--- src/rtl/fpr_pkg.sv ---
// Shared types and constants of the framed packet receiver.
`timescale 1ns / 1ps

package fpr_pkg;

    // Byte and field widths
    localparam int BYTE_W            = 8;
    localparam int LEN_W             = 16;
    localparam int OUT_PAYLOAD_BYTES = 4;

    // Default configuration
    localparam int          PAYLOAD_BYTES_DEFAULT = 4;
    localparam logic [7:0]  SYNC_RESET            = 8'hFD;

    // Parser phases, one-hot
    typedef enum logic [4:0] {
        PH_HUNT = 5'b00001,
        PH_TYPE = 5'b00010,
        PH_LEN  = 5'b00100,
        PH_DATA = 5'b01000,
        PH_CSUM = 5'b10000
    } phase_t;

    // Control state of the parser, store excluded
    typedef struct packed {
        phase_t              phase;
        logic                length_high_seen;
        logic [LEN_W-1:0]    data_length;
        logic [LEN_W-1:0]    data_count;
        logic [BYTE_W-1:0]   running_sum;
    } parse_state_t;

endpackage

--- src/rtl/fpr_step.sv ---
// Next-state logic of the parser for one received byte.
`timescale 1ns / 1ps

module fpr_step #(
    parameter int PAYLOAD_BYTES = fpr_pkg::PAYLOAD_BYTES_DEFAULT
) (
    input  fpr_pkg::parse_state_t               state,
    input  logic [fpr_pkg::BYTE_W-1:0]          rx_byte,
    input  logic [fpr_pkg::BYTE_W-1:0]          sync_value,
    output fpr_pkg::parse_state_t               state_next,
    output logic [PAYLOAD_BYTES-1:0]            store_we,
    output logic                                emit
);

    logic                       store_any;
    logic [fpr_pkg::LEN_W:0]    count_plus_one;
    logic                       more_data;

    // Compare the data position against the length with one spare bit
    assign count_plus_one = {1'b0, state.data_count} + (fpr_pkg::LEN_W + 1)'(1);
    assign more_data      = count_plus_one < {1'b0, state.data_length};

    // Advance the phase and the running fields
    always_comb
    begin
        state_next = state;
        store_any  = 1'b0;
        emit       = 1'b0;
        unique case (state.phase)
            fpr_pkg::PH_TYPE:
            begin
                state_next.phase = (rx_byte != '0) ? fpr_pkg::PH_LEN : fpr_pkg::PH_HUNT;
            end
            fpr_pkg::PH_LEN:
            begin
                state_next.running_sum = state.running_sum + rx_byte;
                if (!state.length_high_seen)
                begin
                    state_next.data_length      = {rx_byte, {fpr_pkg::BYTE_W{1'b0}}};
                    state_next.length_high_seen = 1'b1;
                end
                else
                begin
                    state_next.data_length = {state.data_length[fpr_pkg::LEN_W-1:fpr_pkg::BYTE_W],
                                              rx_byte};
                    state_next.phase       = fpr_pkg::PH_DATA;
                end
            end
            fpr_pkg::PH_DATA:
            begin
                if (state.data_length == '0)
                begin
                    // Drop the byte after a zero length
                    state_next.phase = fpr_pkg::PH_HUNT;
                end
                else
                begin
                    state_next.running_sum = state.running_sum + rx_byte;
                    store_any              = 1'b1;
                    if (more_data)
                        state_next.data_count = state.data_count + fpr_pkg::LEN_W'(1);
                    else
                        state_next.phase = fpr_pkg::PH_CSUM;
                end
            end
            fpr_pkg::PH_CSUM:
            begin
                emit             = (state.running_sum == rx_byte);
                state_next.phase = fpr_pkg::PH_HUNT;
            end
            default:
            begin
                // Hunt for sync; unused codes land here too
                state_next.length_high_seen = 1'b0;
                state_next.data_length      = '0;
                state_next.data_count       = '0;
                state_next.running_sum      = '0;
                state_next.phase = (rx_byte == sync_value) ? fpr_pkg::PH_TYPE
                                                           : fpr_pkg::PH_HUNT;
            end
        endcase
    end

    // Select the store entry at the current data position
    always_comb
    begin
        for (int i = 0; i < PAYLOAD_BYTES; i++)
            store_we[i] = store_any && (state.data_count == fpr_pkg::LEN_W'(i));
    end

endmodule

--- src/rtl/framed_packet_receiver.sv ---
// Top level of the framed packet receiver: state, payload store and result register.
// A result appears in the cycle after its checksum byte is accepted.
// Throughput: one byte per cycle unless a waiting result stalls input; the single-step parser update sets the rate.
// A waiting result holds off new bytes until out_ready takes it; a result taken
// in the same cycle frees the slot at once.
// Reset (rst_n low, asynchronous) returns to sync hunting, clears the store
// and restores sync_value to 0xFD.
`timescale 1ns / 1ps

module framed_packet_receiver #(
    parameter int PAYLOAD_BYTES = fpr_pkg::PAYLOAD_BYTES_DEFAULT
) (
    input  logic                            clk,
    input  logic                            rst_n,
    // Configuration write
    input  logic                            cfg_valid,
    output logic                            cfg_ready,
    input  logic [fpr_pkg::BYTE_W-1:0]      sync_value,
    // Byte input
    input  logic                            in_valid,
    output logic                            in_ready,
    input  logic [fpr_pkg::BYTE_W-1:0]      rx_byte,
    // Frame output
    output logic                            out_valid,
    input  logic                            out_ready,
    output logic [fpr_pkg::BYTE_W-1:0]      payload_0,
    output logic [fpr_pkg::BYTE_W-1:0]      payload_1,
    output logic [fpr_pkg::BYTE_W-1:0]      payload_2,
    output logic [fpr_pkg::BYTE_W-1:0]      payload_3,
    output logic [fpr_pkg::LEN_W-1:0]       frame_length
);

    logic [fpr_pkg::BYTE_W-1:0]                             sync_reg;
    fpr_pkg::parse_state_t                                  state_reg;
    fpr_pkg::parse_state_t                                  state_next;
    logic [PAYLOAD_BYTES-1:0][fpr_pkg::BYTE_W-1:0]          store_reg;
    logic [PAYLOAD_BYTES-1:0]                               store_we;
    logic                                                   emit;
    logic                                                   accept;
    logic [fpr_pkg::OUT_PAYLOAD_BYTES-1:0][fpr_pkg::BYTE_W-1:0] frame_bytes;
    logic [fpr_pkg::OUT_PAYLOAD_BYTES-1:0][fpr_pkg::BYTE_W-1:0] payload_reg;
    logic [fpr_pkg::LEN_W-1:0]                              length_reg;
    logic                                                   out_valid_reg;

    // Take a byte whenever the result register is free or draining
    assign in_ready  = !out_valid_reg || out_ready;
    assign accept    = in_valid && in_ready;
    assign cfg_ready = 1'b1;

    fpr_step #(
        .PAYLOAD_BYTES (PAYLOAD_BYTES)
    ) u_step (
        .state      (state_reg),
        .rx_byte    (rx_byte),
        .sync_value (sync_reg),
        .state_next (state_next),
        .store_we   (store_we),
        .emit       (emit)
    );

    // Map store entries to the fixed output fields; absent entries read zero
    genvar g;
    generate
        for (g = 0; g < fpr_pkg::OUT_PAYLOAD_BYTES; g++)
        begin : g_frame
            if (g < PAYLOAD_BYTES)
            begin : g_used
                assign frame_bytes[g] = store_reg[g];
            end
            else
            begin : g_unused
                assign frame_bytes[g] = '0;
            end
        end
    endgenerate

    // Hold the sync register
    always_ff @(posedge clk or negedge rst_n)
    begin
        if (!rst_n)
            sync_reg <= fpr_pkg::SYNC_RESET;
        else if (cfg_valid && cfg_ready)
            sync_reg <= sync_value;
    end

    // Advance the parser state and write the payload store
    always_ff @(posedge clk or negedge rst_n)
    begin
        if (!rst_n)
        begin
            state_reg.phase            <= fpr_pkg::PH_HUNT;
            state_reg.length_high_seen <= 1'b0;
            state_reg.data_length      <= '0;
            state_reg.data_count       <= '0;
            state_reg.running_sum      <= '0;
            store_reg                  <= '0;
        end
        else if (accept)
        begin
            state_reg <= state_next;
            for (int i = 0; i < PAYLOAD_BYTES; i++)
            begin
                if (store_we[i])
                    store_reg[i] <= rx_byte;
            end
        end
    end

    // Load a finished frame request into the result register
    always_ff @(posedge clk or negedge rst_n)
    begin
        if (!rst_n)
            out_valid_reg <= 1'b0;
        else if (accept && emit)
            out_valid_reg <= 1'b1;
        else if (out_ready)
            out_valid_reg <= 1'b0;
    end

    always_ff @(posedge clk)
    begin
        if (accept && emit)
        begin
            payload_reg <= frame_bytes;
            length_reg  <= state_reg.data_length;
        end
    end

    assign out_valid    = out_valid_reg;
    assign payload_0    = payload_reg[0];
    assign payload_1    = payload_reg[1];
    assign payload_2    = payload_reg[2];
    assign payload_3    = payload_reg[3];
    assign frame_length = length_reg;

endmodule

--- config.mk ---
export PLATFORM = sky130hd
export DESIGN_NAME = framed_packet_receiver
export DESIGN_NICKNAME = d
export VERILOG_FILES = /design/src/rtl/fpr_pkg.sv /design/src/rtl/fpr_step.sv /design/src/rtl/framed_packet_receiver.sv
export SDC_FILE = /design/constraint.sdc
export NUM_CORES = 1
export LEC_CHECK = 0
export BUFFER_PORTS_ARGS = -buffer_cell sky130_fd_sc_hd__buf_2
export CAP_MARGIN = 30
export CORE_ASPECT_RATIO = 0.75
export CORE_MARGIN = 2
export CORE_UTILIZATION = 50
export DETAILED_ROUTE_END_ITERATION = 7
export PLACE_DENSITY = 0.7
export RECOVER_POWER = 50
export SLEW_MARGIN = 30
export SYNTH_ARGS = -nofsm -noshare
export SYNTH_HDL_FRONTEND = slang
export SYNTH_SLANG_ARGS = --single-unit
--- constraint.sdc ---
create_clock -name clk -period 5.65 [get_ports clk]
set_clock_uncertainty 0.1 [all_clocks]
set_input_delay 0.8475 -clock clk [delete_from_list [all_inputs] [get_ports clk]]
set_output_delay 0.8475 -clock clk [all_outputs]
set_load 0.005 [all_outputs]
Word-level counts from Yosys, hierarchy flattened
Cells that the tools add are included.
{"block": "totals", "out_inout_bits": 51, "reg_bits": 135, "input_bits": 21}
{"block": "op_classes", "order_cmp": 1, "reduce_logical": 24, "add_sub_neg": 3, "bitwise": 3, "muxes": 17, "n_eq_ne": 14}
{"cell": "17-bit case mux with 2 select lines", "count": 1}
{"cell": "16-bit by 2-bit equality test with 1-bit output (second input constant)", "count": 2}
{"cell": "16-bit logical NOT", "count": 2}
{"cell": "16-bit two-way mux", "count": 2}
{"cell": "16-bit case mux with 2 select lines", "count": 1}
{"cell": "24-bit two-way mux", "count": 1}
{"cell": "8-bit case mux with 3 select lines", "count": 1}
{"cell": "5-bit case mux with 4 select lines", "count": 1}
{"cell": "16-bit by 1-bit adder with 17-bit output (second input constant)", "count": 1}
{"cell": "17-bit by 16-bit < comparator with 1-bit output", "count": 1}
{"cell": "16-bit by 1-bit adder with 16-bit output (second input constant)", "count": 1}
{"cell": "16-bit by 1-bit equality test with 1-bit output (second input constant)", "count": 1}
{"cell": "8-bit equality test", "count": 2}
{"cell": "5-bit two-way mux", "count": 3}
{"cell": "2-bit AND reduction", "count": 5}
{"cell": "3-bit AND reduction", "count": 3}
{"cell": "8-bit adder", "count": 1}
{"cell": "8-bit nonzero test", "count": 1}
{"cell": "1-bit logical AND", "count": 6}
{"cell": "2-bit inequality test (second input constant)", "count": 3}
{"cell": "3-bit OR reduction", "count": 2}
{"cell": "5-bit by 2-bit equality test with 1-bit output (second input constant)", "count": 1}
{"cell": "5-bit by 3-bit equality test with 1-bit output (second input constant)", "count": 1}
{"cell": "5-bit by 4-bit equality test with 1-bit output (second input constant)", "count": 1}
{"cell": "other kinds (12)", "count": 18}

Logic depth before layout (Yosys ltp)
{"block": "logic_depth", "depth_word": 5, "depth_mapped": 15}

Cells and area by module
From an unflattened synthesis, not the netlist that was laid out.
{"block": "unflattened", "hier_cells": 556, "area_unflattened_um2": 7280.7}
{"module": "framed_packet_receiver", "cells_per_inst": 242, "area_per_inst_um2": 5067.4, "instances": 1}
{"module": "fpr_step", "cells_per_inst": 314, "area_per_inst_um2": 2213.4, "instances": 1}

Worst setup path before layout
OpenSTA, ideal clock, no wires.
{"block": "synth_timing", "kind": "input-to-reg", "startpoint": "input port rx_byte[2] (netlist bit)", "endpoint": "register length_reg, in the netlist frame_length[0] (enable)", "required_ns": 5.037, "stages": 4, "t_arrival_ns": 4.821, "slack_ns": 0.216, "n_path_buf": 0, "setup_time_ns": 0.513, "path_cell_list": "ha_1 -> nor4_1 -> nand2_1 -> nor3_1"}
{"block": "synth_between", "elab_chain_len": 3}
{"element": "start: declaration", "line": "framed_packet_receiver.sv:22", "rtl": "input logic [fpr_pkg::BYTE_W-1:0] rx_byte,"}
{"element": "8-bit equality test", "line": "fpr_step.sv:68", "rtl": "emit = (state.running_sum == rx_byte);"}
{"element": "1-bit two-way mux", "line": "fpr_step.sv:29", "rtl": "unique case (state.phase)"}
{"element": "1-bit logical AND", "line": "framed_packet_receiver.sv:122", "rtl": "if (accept && emit)"}
{"element": "end signal: assignment", "line": "framed_packet_receiver.sv:125", "rtl": "length_reg <= state_reg.data_length;"}
{"element": "end: declaration", "line": "framed_packet_receiver.sv:42", "rtl": "logic [fpr_pkg::LEN_W-1:0] length_reg;"}
Every way passes these cells.
A chain may end at the register's enable or synchronous reset.

Final worst setup path
{"block": "layout_timing", "startpoint": "register state_reg[8] (netlist bit)", "endpoint": "register state_reg[8] (netlist bit)"}
{"block": "layout_between", "elab_chain_len": 4}
{"element": "start: declaration", "line": "framed_packet_receiver.sv:34", "rtl": "fpr_pkg::parse_state_t state_reg;"}
{"element": "start signal: assignment", "line": "framed_packet_receiver.sv:100", "rtl": "state_reg <= state_next;"}
{"element": "16-bit by 1-bit adder with 17-bit output / 16-bit by 1-bit adder with 16-bit output (equally long branches)", "line": "fpr_step.sv:20, fpr_step.sv:61"}
{"element": "17-bit by 16-bit < comparator with 1-bit output / 16-bit two-way mux (equally long branches)", "line": "fpr_step.sv:21, fpr_step.sv:60"}
{"element": "2-bit by 1-bit inequality test with 1-bit output (no line) / 24-bit two-way mux (equally long branches)"}
{"element": "4-bit AND reduction (no line) / 16-bit case mux with 2 select lines (equally long branches)"}
Parallel ways exist; a longest one is shown, timed or not. The select of a mux whose other input is x is not followed.

==> key figures <==
Power
  – Tot Pwr: 2.22 mW
  – Leakage: 3.12 nW
  – VDD IR max: 0.000199 V
  – Power Density: 305 nW/µm²

Clock tree
  – Root buf cell: clkbuf_16
  – CTS Buffer Depth: 2
  – CTS tree: built
  – Post-cts resize count: 0
  – # clock sinks: 135
  – # H-tree levels: 4
  – Clk slew on worst S/H paths: 0.06 ns
  – Postcts setup bufs: 0
  – CTS Buf Count: 17
  – Clock Latency Late Sink: 0.42 ns
  – # hold bufs at CTS: 0

Layout
  – Diodes inserted: 0
  – # fillers: 974
  – Share of post-route cells with drive strength above 1: 0.269
  – Core Util, Final: 0.597
  – Layout Nets: 623
  – Multi-input gate area: 2390 µm²
  – Max reg flops: 46
  – Syn-to-layout area delta: 17.1%
  – Register area: 3630 µm²

Route
  – 1st-pass router iterations: 4
  – WL final: 13600 µm
  – Via count: 4221
  – Routed Antenna Nets: 0
  – First DRT Iteration DRCs: 264
  – DR vias/cell: 5.60
  – Wirelength per Cell: 18.0 µm
  – DRC Markers: 0

Timing
  – Crit share post-route: 0.654
  – Final setup viols: 0
  – Slew Limit Fails: 65
  – RSZ-0062 raised after global routing: no
  – Worst-margin pin slew: 1.57 ns
  – Final hold vios: 0
  – Max Fclk: 270 MHz
  – Max_slew headroom: -0.0460
  – TNS Setup: 0 ns
  – Min cycle time layout: 3.70 ns

Synth
  – Synth cell types: 53
  – Mapped Avg Cell Area: 12.2 µm²
  – Synth Warn #: 0
  – Area fraction in compound gates after synthesis: 0.0953
  – Leading cell types by count after synthesis: 79 x dfrtp_1, 56 x nand2_1, 48 x edfxtp_1
  – Top_reg_cell synth: dfrtp_1
  – Post-synthesis mux area share: 0.0778
  – Synthesized flop and latch total: 135
  – Combinational family with the most area after synthesis: simple AND/OR/NAND/NOR gates
  – Synth top area cells: dfrtp_1 32%, edfxtp_1 23%, mux2_2 7.2%, ha_1 5.2%, dfstp_2 3.4%
  – Syn Std Cell Area: 6220 µm²
  – Async S/R FF share, synth: 0.644
  – Synthesized-area fraction occupied by xor and xnor cells: 0.0394
  – Cells after Synth: 508
  – Area leader, netlist: dfrtp_1
  – Syn_nets: 556
  – Synth Area in Simple Gates: 0.115
  – Count leader, synth: dfrtp_1
  – Seq/Total Area, Yosys: 0.583
  – Synth top area share: 0.318
  – EDFF count, synth: 48
  – Area share of fa/ha/maj cells after synthesis: 0.0555

Die
  – Initial core utilization: 0.509
  – # rows: 35
  – Core ar.: 12200 µm²
  – Die span in x: 133 µm
  – I/O Pins: 72
  – Area of the die: 13400 µm²
  – Die Span Y: 101 µm

Worst setup path
  – Critical path class: flip-flop to flip-flop
  – CP Cell Sequence: ha_1, nand3_1, or3_1, nor2_1, xor2_1, ha_1, a21o_1, a21oi_1, o211ai_1, a21oi_1, buf_4, o21ai_0, mux2_2
  – R2R Setup Slk: 1.95 ns
  – CP arrival: 3.89 ns
  – CP Data Required Time: 5.84 ns
  – CP endpoint kind: flip-flop
  – Slowest stage delay, CP: 0.49 ns
  – Slowest-stage cell, CP: or3_1
  – Worst setup SP type: flip-flop
  – Critical Path Fanout Max: 12

Placed design
  – Placer congestion estimate: 0.965
  – DPL Wire Length: 9150 µm
  – IO buf count: 70

Run status
  – Status: finished with violations
  – Failing checks: max-capacitance violations, max-slew violations

GRT
  – Vias in the first global route: 4144
  – Total track usage: 0.218
  – GRT overflow: 0
  – Largest net degree at the start of global routing: 65
  – Global-route wire length before repair: 22000 µm
  – Initial antenna violation count: 0

Job
  – Max_cap viols: 1

Min path
  – Hold WC Path Type: flip-flop to flip-flop
-- layer usage --
layer	up-vias	routed length, µm	global-route usage
met3	12	716	0.0644
met4	0	142	0.0587
met5	-	0	0
met1	2105	6460	0.304
met2	128	6290	0.338
li1	1976	-	-
-- power by group --
part | switching [mW] | leakage (nW) | internal [mW]
clock network | 0.445 | 0.289 | 0.673
logic | 0.0526 | 1.28 | 0.0255
registers | 0.00609 | 1.55 | 1.02
-- cell usage in the layout, fill, tap and decap left out, drive strengths merged, types with 4 or more instances in the layout --
master   n
dfrtp   79
buf     69
nand2   56
edfxtp  48
mux2    43
inv     31
ha      26
clkbuf  22
o21ai   19
a21oi   19
xnor2   18
nor2    16
a22o    15
nor4    11
xor2    10
nand4    9
nand3    9
a221o    9
nor3     9
dfstp    8
and2     6
and3     6
nand2b   4
o211ai   4
o31ai    4
or2      4
clkinv   4
-- cells by family (layout without fill, tap and decap cells) --
kind of cell	Yosys count	count (layout)
buf+inv	50	130
compound gates	83	83
flops	135	135
simple gates	141	141
other cells	1	1
mux	43	43
xor+xnor	28	28
fa+ha+maj	27	27
-- final timing paths --
path                                 from            end  cells past startpoint
min                        frame_bytes[5]   payload_0[5]                      0
max reg2reg                  state_reg[8]   state_reg[8]                     13
max                          state_reg[8]   state_reg[8]                     13
max in group asynchronous           rst_n  state_reg[33]                      2
min reg2reg                frame_bytes[5]   payload_0[5]                      0
min in group asynchronous           rst_n  state_reg[21]                      1
-- final cells by class --
| class | count | share of cell area |
|---|---|---|
| Sequential cell | 135 | 0.498 |
| Multi-Input combinational cell | 323 | 0.328 |
| Clock buffer | 18 | 0.0603 |
| Timing Repair Buffer | 73 | 0.0503 |
| Tap cell | 166 | 0.0285 |
| Clock inverter | 14 | 0.0223 |
| Inverter | 25 | 0.0129 |
-- worst max-delay path: cells and delay by family, from the launching register on --
kind            cells  cell delay (ns)
flops               1             0.47
xor+xnor            1             0.16
simple gates        3             0.85
compound gates      5             0.83
mux                 1             0.37
buf+inv             1             0.20
fa+ha+maj           2             0.59
-- stage by stage --
step | hold WS (ns) | setup WS [ns] | std cells | instance area, µm²
finish | 0.342 | 1.95 | 754 | 7290
CTS | 0.234 | 1.95 | 754 | 7300
detailed placement | 0.330 | 2.04 | 722 | 6700
global route | 0.347 | 1.70 | 754 | 7290
global placement | 0.325 | 2.16 | 722 | 6700
floorplan | 0.319 | 0.216 | 508 | 6220
(Power assumes the default switching activity.)
